--- src/hw/rtl/atb_pkg.sv ---
`timescale 1ns / 1ps

package atb_pkg;

    localparam int ALARM_COUNT = 8;
    localparam int ALARM_IW    = (ALARM_COUNT > 1) ? $clog2(ALARM_COUNT) : 1;
    localparam int MASK_W      = 8;
    localparam int WIDE_W      = (ALARM_COUNT > MASK_W) ? ALARM_COUNT : MASK_W;
    localparam int CNT_W       = 32;

    localparam logic [1:0] CMD_TICK   = 2'd0;
    localparam logic [1:0] CMD_START  = 2'd1;
    localparam logic [1:0] CMD_CANCEL = 2'd2;

    localparam logic [MASK_W-1:0] HANDLER_RESET = 8'hFF;

    typedef logic [ALARM_COUNT-1:0] t_alarm_vec;
    typedef logic [CNT_W-1:0]       t_count;

    typedef enum logic {
        ST_EMPTY,
        ST_FULL
    } t_ctl_state;

    typedef struct packed {
        logic load;
    } t_dp_cmd;

endpackage

--- src/hw/rtl/alarm_timer_bank_unit.sv ---
`timescale 1ns / 1ps
// channel  direction  handshake              payload
// in       input      i_in_valid/o_in_stall  i_cmd, i_alarm_id, i_period, i_periodic
// out      output     o_out_valid/i_out_stall o_fired_mask, o_active_mask
// cfg      input      i_cfg_we               i_cfg_wdata (handler mask)
//
// One word per cycle while no result is stalled; the result appears in the cycle after
// acceptance, from the output register. A tick updates all alarm counters in parallel.
// Synchronous active-low reset clears all alarms; the handler mask resets to all ones.
// While a result is stalled, an input word is stalled too; otherwise a new word is taken
// in the same cycle the old result leaves.

module alarm_timer_bank_unit import atb_pkg::*; (
    input  logic              i_clk,
    input  logic              i_rst_n,
    input  logic              i_in_valid,
    output logic              o_in_stall,
    input  logic [1:0]        i_cmd,
    input  logic [4:0]        i_alarm_id,
    input  logic [CNT_W-1:0]  i_period,
    input  logic              i_periodic,
    output logic              o_out_valid,
    input  logic              i_out_stall,
    output logic [MASK_W-1:0] o_fired_mask,
    output logic [MASK_W-1:0] o_active_mask,
    input  logic              i_cfg_we,
    input  logic [MASK_W-1:0] i_cfg_wdata
);

    t_dp_cmd w_cmd;

    atb_ctrl u_ctrl (
        .i_clk       (i_clk),
        .i_rst_n     (i_rst_n),
        .i_in_valid  (i_in_valid),
        .o_in_stall  (o_in_stall),
        .o_out_valid (o_out_valid),
        .i_out_stall (i_out_stall),
        .o_cmd       (w_cmd)
    );

    atb_datapath u_datapath (
        .i_clk         (i_clk),
        .i_rst_n       (i_rst_n),
        .i_cmd_ctl     (w_cmd),
        .i_cfg_we      (i_cfg_we),
        .i_cfg_wdata   (i_cfg_wdata),
        .i_cmd         (i_cmd),
        .i_alarm_id    (i_alarm_id),
        .i_period      (i_period),
        .i_periodic    (i_periodic),
        .o_fired_mask  (o_fired_mask),
        .o_active_mask (o_active_mask)
    );

endmodule

--- src/hw/rtl/atb_ctrl.sv ---
`timescale 1ns / 1ps

module atb_ctrl import atb_pkg::*; (
    input  logic    i_clk,
    input  logic    i_rst_n,
    input  logic    i_in_valid,
    output logic    o_in_stall,
    output logic    o_out_valid,
    input  logic    i_out_stall,
    output t_dp_cmd o_cmd
);

    t_ctl_state r_state;
    t_ctl_state n_state;
    logic       w_load;

    always_ff @(posedge i_clk) begin
        if (!i_rst_n) begin
            r_state <= ST_EMPTY;
        end else begin
            r_state <= n_state;
        end
    end

    // output word register empties when taken, refills on a new word
    always_comb begin
        n_state = r_state;
        case (r_state)
            ST_EMPTY: begin
                if (i_in_valid) begin
                    n_state = ST_FULL;
                end
            end
            ST_FULL: begin
                if (!i_out_stall && !i_in_valid) begin
                    n_state = ST_EMPTY;
                end
            end
            default: begin
                n_state = ST_EMPTY;
            end
        endcase
    end

    always_comb begin
        o_in_stall  = 1'b0;
        o_out_valid = 1'b0;
        w_load      = 1'b0;
        case (r_state)
            ST_EMPTY: begin
                w_load = i_in_valid;
            end
            ST_FULL: begin
                o_out_valid = 1'b1;
                o_in_stall  = i_out_stall;
                w_load      = i_in_valid && !i_out_stall;
            end
            default: begin
                o_in_stall = 1'b1;
            end
        endcase
        o_cmd.load = w_load;
    end

endmodule

--- src/hw/rtl/atb_datapath.sv ---
`timescale 1ns / 1ps

module atb_datapath import atb_pkg::*; (
    input  logic              i_clk,
    input  logic              i_rst_n,
    input  t_dp_cmd           i_cmd_ctl,
    input  logic              i_cfg_we,
    input  logic [MASK_W-1:0] i_cfg_wdata,
    input  logic [1:0]        i_cmd,
    input  logic [4:0]        i_alarm_id,
    input  logic [CNT_W-1:0]  i_period,
    input  logic              i_periodic,
    output logic [MASK_W-1:0] o_fired_mask,
    output logic [MASK_W-1:0] o_active_mask
);

    t_count            r_count  [ALARM_COUNT];
    t_count            n_count  [ALARM_COUNT];
    t_count            r_reload [ALARM_COUNT];
    t_alarm_vec        r_repeat;
    t_alarm_vec        r_active;
    t_alarm_vec        n_active;
    t_alarm_vec        w_fired;
    logic [MASK_W-1:0] r_handler;
    logic [MASK_W-1:0] r_fired;
    logic [WIDE_W-1:0] w_handler_wide;
    logic [WIDE_W-1:0] w_fired_wide;
    logic [WIDE_W-1:0] w_active_wide;
    logic              w_id_ok;
    logic [ALARM_IW-1:0] w_id;
    t_count            w_dec;

    assign w_id_ok        = 32'(i_alarm_id) < 32'(ALARM_COUNT);
    assign w_id           = ALARM_IW'(i_alarm_id);
    assign w_handler_wide = WIDE_W'(r_handler);

    always_comb begin
        for (int i = 0; i < ALARM_COUNT; i++) begin
            n_count[i] = r_count[i];
        end
        n_active = r_active;
        w_fired  = '0;
        w_dec    = '0;
        case (i_cmd)
            CMD_TICK: begin
                for (int i = 0; i < ALARM_COUNT; i++) begin
                    w_dec = r_count[i] - 1'b1;
                    if (r_count[i] != '0 && r_active[i]) begin
                        n_count[i] = w_dec;
                        if (w_dec == '0 && w_handler_wide[i]) begin
                            w_fired[i] = 1'b1;
                            if (r_repeat[i]) begin
                                n_count[i] = r_reload[i];
                            end else begin
                                n_active[i] = 1'b0;
                            end
                        end
                    end
                end
            end
            CMD_START: begin
                if (w_id_ok) begin
                    n_count[w_id]  = i_period;
                    n_active[w_id] = 1'b1;
                end
            end
            CMD_CANCEL: begin
                if (w_id_ok) begin
                    n_count[w_id]  = '0;
                    n_active[w_id] = 1'b0;
                end
            end
            default: begin
            end
        endcase
    end

    always_ff @(posedge i_clk) begin
        if (!i_rst_n) begin
            r_handler <= HANDLER_RESET;
            r_active  <= '0;
            r_repeat  <= '0;
            for (int i = 0; i < ALARM_COUNT; i++) begin
                r_count[i]  <= '0;
                r_reload[i] <= '0;
            end
        end else begin
            if (i_cfg_we) begin
                r_handler <= i_cfg_wdata;
            end
            if (i_cmd_ctl.load) begin
                r_active <= n_active;
                for (int i = 0; i < ALARM_COUNT; i++) begin
                    r_count[i] <= n_count[i];
                end
                if (i_cmd == CMD_START && w_id_ok) begin
                    r_reload[w_id] <= i_period;
                    r_repeat[w_id] <= i_periodic;
                end
            end
        end
    end

    always_ff @(posedge i_clk) begin
        if (i_cmd_ctl.load) begin
            r_fired <= MASK_W'(WIDE_W'(w_fired));
        end
    end

    assign w_fired_wide  = WIDE_W'(r_fired);
    assign w_active_wide = WIDE_W'(r_active);
    assign o_fired_mask  = w_fired_wide[MASK_W-1:0];
    assign o_active_mask = w_active_wide[MASK_W-1:0];

endmodule

--- config.mk ---
export PLATFORM = sky130hd
export DESIGN_NAME = alarm_timer_bank_unit
export DESIGN_NICKNAME = d
export VERILOG_FILES = /design/src/hw/rtl/atb_pkg.sv /design/src/hw/rtl/alarm_timer_bank_unit.sv /design/src/hw/rtl/atb_ctrl.sv /design/src/hw/rtl/atb_datapath.sv
export SDC_FILE = /design/constraint.sdc
export NUM_CORES = 2
export LEC_CHECK = 0
export BUFFER_PORTS_ARGS = -buffer_cell sky130_fd_sc_hd__clkbuf_2
export CORE_ASPECT_RATIO = 0.75
export CORE_UTILIZATION = 40
export DETAILED_ROUTE_END_ITERATION = 8
export SLEW_MARGIN = 30
export SYNTH_ARGS = -nofsm -noshare
export SYNTH_HDL_FRONTEND = slang
export SYNTH_SLANG_ARGS = --single-unit
--- constraint.sdc ---
create_clock -name i_clk -period 6.5 [get_ports i_clk]
set_input_delay 1.625 -clock i_clk [delete_from_list [all_inputs] [get_ports i_clk]]
set_output_delay 1.625 -clock i_clk [all_outputs]
set_load 0.1 [all_outputs]
# Yosys cells after proc, flatten, opt, wreduce, memory -nomap -nowiden
# Memory sizes are Yosys's and may differ from the RTL's.
# Cells that the tools add are included.
dict set report totals {
  register_bits 33
  ram_bits 512
  inputBits 53
  output_inout_bits 18
  word_cells 229
  mem_count 2
}
# name words width rd rd_clocked_by_memory_dff write_ports line_no
set mem_list {}
lappend mem_list {u_datapath.r_count 8 32 8 0 8 atb_datapath.sv:17} ;# t_count r_count [ALARM_COUNT];
lappend mem_list {u_datapath.r_reload 8 32 8 0 8 atb_datapath.sv:19} ;# t_count r_reload [ALARM_COUNT];
dict set report op_classes {
  add_sub_neg 8
  order_cmp 5
  eq_ne 28
  mux 93
  n_bitwise 15
  reduce_logical 59
}
# op n
set ops {}
lappend ops {{$mux 32} 34}
lappend ops {{$pmux 256 s3} 1}
lappend ops {{$mux 256} 2}
lappend ops {{$and 256x256->256} 1}
lappend ops {{$bwmux 256} 1}
lappend ops {{$logic_not 32->1} 8}
lappend ops {{$not 256->256} 1}
lappend ops {{$reduce_bool 32->1} 8}
lappend ops {{$sub 32x1->32 const B} 8}
lappend ops {{$demux 32 s3} 1}
lappend ops {{$reduce_and 7->1} 8}
lappend ops {{$mux 1} 46}
lappend ops {{$ne 2x1->1 const B} 18}
lappend ops {{$reduce_or 32->1} 1}
lappend ops {{$pmux 8 s3} 1}
lappend ops {{$logic_and 1x1->1} 21}
lappend ops {{$reduce_and 2->1} 9}
lappend ops {{$mux 8} 2}
lappend ops {{$ne 2x2->1 const B} 8}
lappend ops {{$and 8x8->8} 1}
lappend ops {{$bwmux 8} 1}
lappend ops {{$not 8->8} 1}
lappend ops {{$or 1x1->1} 8}
lappend ops {{$or 8x8->8} 1}
lappend ops {{15 further kinds} 17}

# Depth between registers and ports, before layout
dict set report depth {
  depth_word 10
  mapped_depth 13
  mapped_depth_nobuf 10
}

# Modules after synthesis
# Synthesis repeated with hierarchy kept, for this count alone.
dict set report hier_totals {
  cells_unflattened 3458
  hier_area_um2 33289.4
}
# mod n_inst cells_each area_per_inst_um2 seq_area_each_um2
set by_module_without_submodules {}
lappend by_module_without_submodules {atb_datapath 1 3454 33246.9 16095.4}
lappend by_module_without_submodules {atb_ctrl 1 4 42.5 20.0}

# Least setup slack after synthesis
# Ideal clock, no wire load.
dict set report synth_path {
  path_kind {input port to flip-flop}
  startpoint {input port i_cmd[1]}
  endpoint {memory u_datapath.r_reload[0][0] in the netlist's numbering, enable pin}
  setup_ns 0.467
  arrival_ns 5.024
  required_ns 6.033
  slack_ns 1.008
  path_stages 6
  n_path_buf 2
  path_cell_list {inv_1 ha_1 clkbuf_1 buf_1 nand3_1 o21ai_0}
}
# item line_no
set synth_rtl {}
lappend synth_rtl {{start: declaration} alarm_timer_bank_unit.sv:18} ;# input logic [1:0] i_cmd,
lappend synth_rtl {{end: declaration} atb_datapath.sv:19}

==> flow_metrics.py <==
metrics = {
    "status": {
        "status": "finished, final reports clean",
    },
    "clock_network": {
        "htreeDepth": 2,
        "cts.path.max_buffers": 3,
        "holdBufCountCts": 0,
        "cts_setup_buffers": 0,
        "cts_tree": "done",
        "cts-buffers-inserted": 59,
        "cts.sinks": 545,
        "cts_resized": 0,
        "cts_root_buf": "clkbuf_16",
        "insertion_delay_ns": 0.65,
        "clk_pin_slew_worst_paths_ns": 0.07,
    },
    "sta": {
        "setup_viol": 0,
        "rsz0062_at_grt": "no",
        "tns_ns": 0,
        "worst_pin_slew_ns": 1.04,
        "fmax_mhz": 209,
        "timing.hold.ws_ns": 0.508,
        "drv_slew": 0,
        "fin_crit_sh_pct": 73.7,
        "finalHoldViolCount": 0,
        "period_minus_slack_ns": 4.79,
        "relSlewSlack_pct": 30.7,
        "skew_ns": 0.0221,
    },
    "layout": {
        "drive_gt1_share_pct": 10.0,
        "design_area_um2": 38800,
        "final_net_count": 3787,
        "area_delta_synth_final_pct": 10.8,
    },
    "synth": {
        "netlist-cell-type-count": 100,
        "ys_async_sr_fraction_pct": 0,
        "seq_area_frac_synth_pct": 46.0,
        "syn_area_um2": 35000,
        "syn_area_per_cell_um2": 9.23,
        "synth_flop_cell": "edfxtp_1",
        "netlist_top_cells_area": "edfxtp_1 (45%), and2_1 (4.9%), a211oi_1 (3.6%)",
        "ys_warn_count": 0,
        "synth_nets": 3871,
        "synth.top_cell.area_share_pct": 44.6,
        "yosys.area.top_type": "edfxtp_1",
        "synth_seq_cells": 545,
        "synth_edf_count": 520,
        "netlist_instances": 3797,
    },
    "die": {
        "io_pins": 71,
        "coreArea_um2": 86300,
        "dieArea_um2": 88800,
        "die_height_um": 258,
        "row_count": 93,
        "initial_utilization_pct": 40.6,
        "die_x_um": 344,
    },
    "pwr": {
        "p_clk_share_pct": 36.8,
        "p_sw_mw": 3.07,
        "p_comb_share_pct": 17.6,
        "p_sw_share_pct": 31.5,
        "power.internal_mw": 6.69,
        "power.density_nw_per_um2": 251,
        "pwr-share-seq_pct": 45.6,
        "leakage_nw": 12.7,
        "vdd_drop_max_v": 0.000220,
    },
    "critical_path": {
        "critical-path-top-delay-family": "simple AND/OR/NAND/NOR gates",
        "cpPeakStageDelay_ns": 0.68,
        "worstPathMaxFanout": 21,
        "crit_path_start_kind": "flip-flop",
        "cp.arrival_ns": 5.27,
        "slowest_stage": "nor4b_2",
        "worstSetupPathType": "flip-flop to flip-flop",
        "crit_required_ns": 6.98,
        "end_kind": "flip-flop",
        "path_buf_inv": 2,
        "path_cells": "inv_1 > ha_1 > nor4b_2 > nand3_1 > nor4_1 > xnor2_1 > nand4_1 > nor4_4 > buf_4 > nand2_1 > a221oi_1",
    },
    "hold_path": {
        "hold_path.class": "flip-flop to flip-flop",
    },
    "placement": {
        "dpl.hpwl_um": 94700,
        "gp_congestion": 0.969,
        "place_area_um2": 36800,
        "io_buffers": 70,
    },
    "route": {
        "drtAntennaViolNets": 0,
        "via_per_inst": 6.69,
        "drt-initial-drc-count": 5466,
        "drc_errors": 0,
        "wirelength_um": 145000,
        "avgRoutedWirePerCell_um": 29.5,
        "vias": 32800,
        "drt_pre_antenna_iters": 6,
    },
    "job": {
        "cap_violations": 0,
    },
    "grt": {
        "grt_use_total_pct": 31.9,
        "grt_overflow": 0,
        "grt_pass1_vias": 29000,
        "grt_pass1_wl_um": 209000,
        "grt_max_degree": 142,
        "antenna_found_initial": 13,
    },
}
[final timing paths]
path,startpoint,cells past startpoint,to,slack [ns]
worst min-delay path,u_datapath.r_handler[4],2,u_datapath.r_handler[4],0.51
worst max-delay path,u_datapath.r_count[0][64],11,u_datapath.r_count[0][84],1.71
worst min register to register,u_datapath.r_handler[4],2,u_datapath.r_handler[4],0.51
worst max register to register,u_datapath.r_count[0][64],11,u_datapath.r_count[0][84],1.71
[cells in the mapped netlist (29+ instances only)]
library cell	number
a211oi_1	168
a21oi_1	242
a31oi_1	150
and2_1	272
clkbuf_1	282
edfxtp_1	520
inv_1	58
mux2i_1	34
nand2_1	302
nand3_1	128
nand4_1	62
nor2_1	313
nor3_1	152
nor4_1	83
o211ai_1	29
o21ai_0	212
o22ai_1	36
or3_1	38
or4_1	36
xnor2_1	80
xor2_1	61
[cells in the final DEF (no fill, tap or decap), types with 22 or more instances in the layout]
cell type and instances:
o221ai_1 23, inv_1 58, edfxtp_1 520, or2_2 23
a221oi_1 22, nor4_1 81, mux2i_1 34, o22ai_1 36
or4_1 36, a211oi_1 168, nor3b_1 23, o21ai_0 204
xnor2_1 80, nor3_1 152, xor2_1 61, or3_1 37
dfxtp_1 25, a21oi_1 240, clkbuf_2 69, buf_4 99
nor2_1 304, and3_1 24, nand2b_1 24, nand2_1 300
clkbuf_16 61, nand3_1 128, a31oi_1 145, o211ai_1 29
nand4_1 62, and2_1 272
[cell families (layout without fill, tap and decap cells)]
kind of cell / after synthesis / after routing / synth area share [%]
other cells: 0 / 3 / 0
compound gates: 1060 / 1060 / 19.6
flops: 545 / 545 / 46.0
xor+xnor: 141 / 141 / 3.52
buf+inv: 380 / 346 / 4.23
fa+ha+maj: 21 / 21 / 0.750
simple gates: 1612 / 1612 / 24.8
mux: 38 / 38 / 1.10
[flip-flops by register name, summed over array words and instances (netlist names)]
name and flops:
u_ctrl.r_state 1, u_datapath.o_active_mask 8, u_datapath.o_fired_mask 8, u_datapath.r_count 256, u_datapath.r_handler 8, u_datapath.r_reload 256
u_datapath.r_repeat 8
[power by group through the flow]
stage	Combinational (mW)	Clock, mW	Sequential, mW
5_1_grt	1.82	3.73	4.48
3_3_place_gp	1.62	0	4.51
6_report	1.71	3.59	4.46
2_1_floorplan	1.13	0	4.36
3_5_place_dp	1.65	0	4.50
4_1_cts	1.66	3.61	4.43
[final cells by class]
cell class	count	area [um^2]
inverters	59	223
well taps	1140	1430
fillers	8298	47500
flip-flops and latches	545	16100
clock buffers	80	1700
clock inverters	31	312
repair buffers	176	1290
multi-input cells	2872	17800
diodes	3	7.51
[worst min-delay path, cell delays in order, from the launching register on]
cell     delay (ns)
dfxtp_1        0.35
mux2i_1        0.07
nand2_1        0.06
[metrics by stage]
stage          total power [mW]  setup WS (ns)  std cells  util, %
2_1_floorplan              5.49           1.01       3797        -
3_3_place_gp               6.13           1.80       4785     42.4
3_5_place_dp               6.16           1.67       4792     42.6
4_1_cts                    9.70           1.86       4903     45.0
5_1_grt                    10.0           1.34       4904     45.0
6_report                   9.76           1.71       4906     45.0
[layer usage]
metal	global-route usage, %	wire length, um	vias to the layer above	part of all wire [%]
li1	-	-	14300	-
met1	47.8	61600	15900	43
met2	42.2	56900	2283	39
met3	9.06	19900	302	14
met4	12.9	6250	8	4.3
met5	0.962	165	-	0.11
Note: power is estimated with default switching activity, not from simulation.
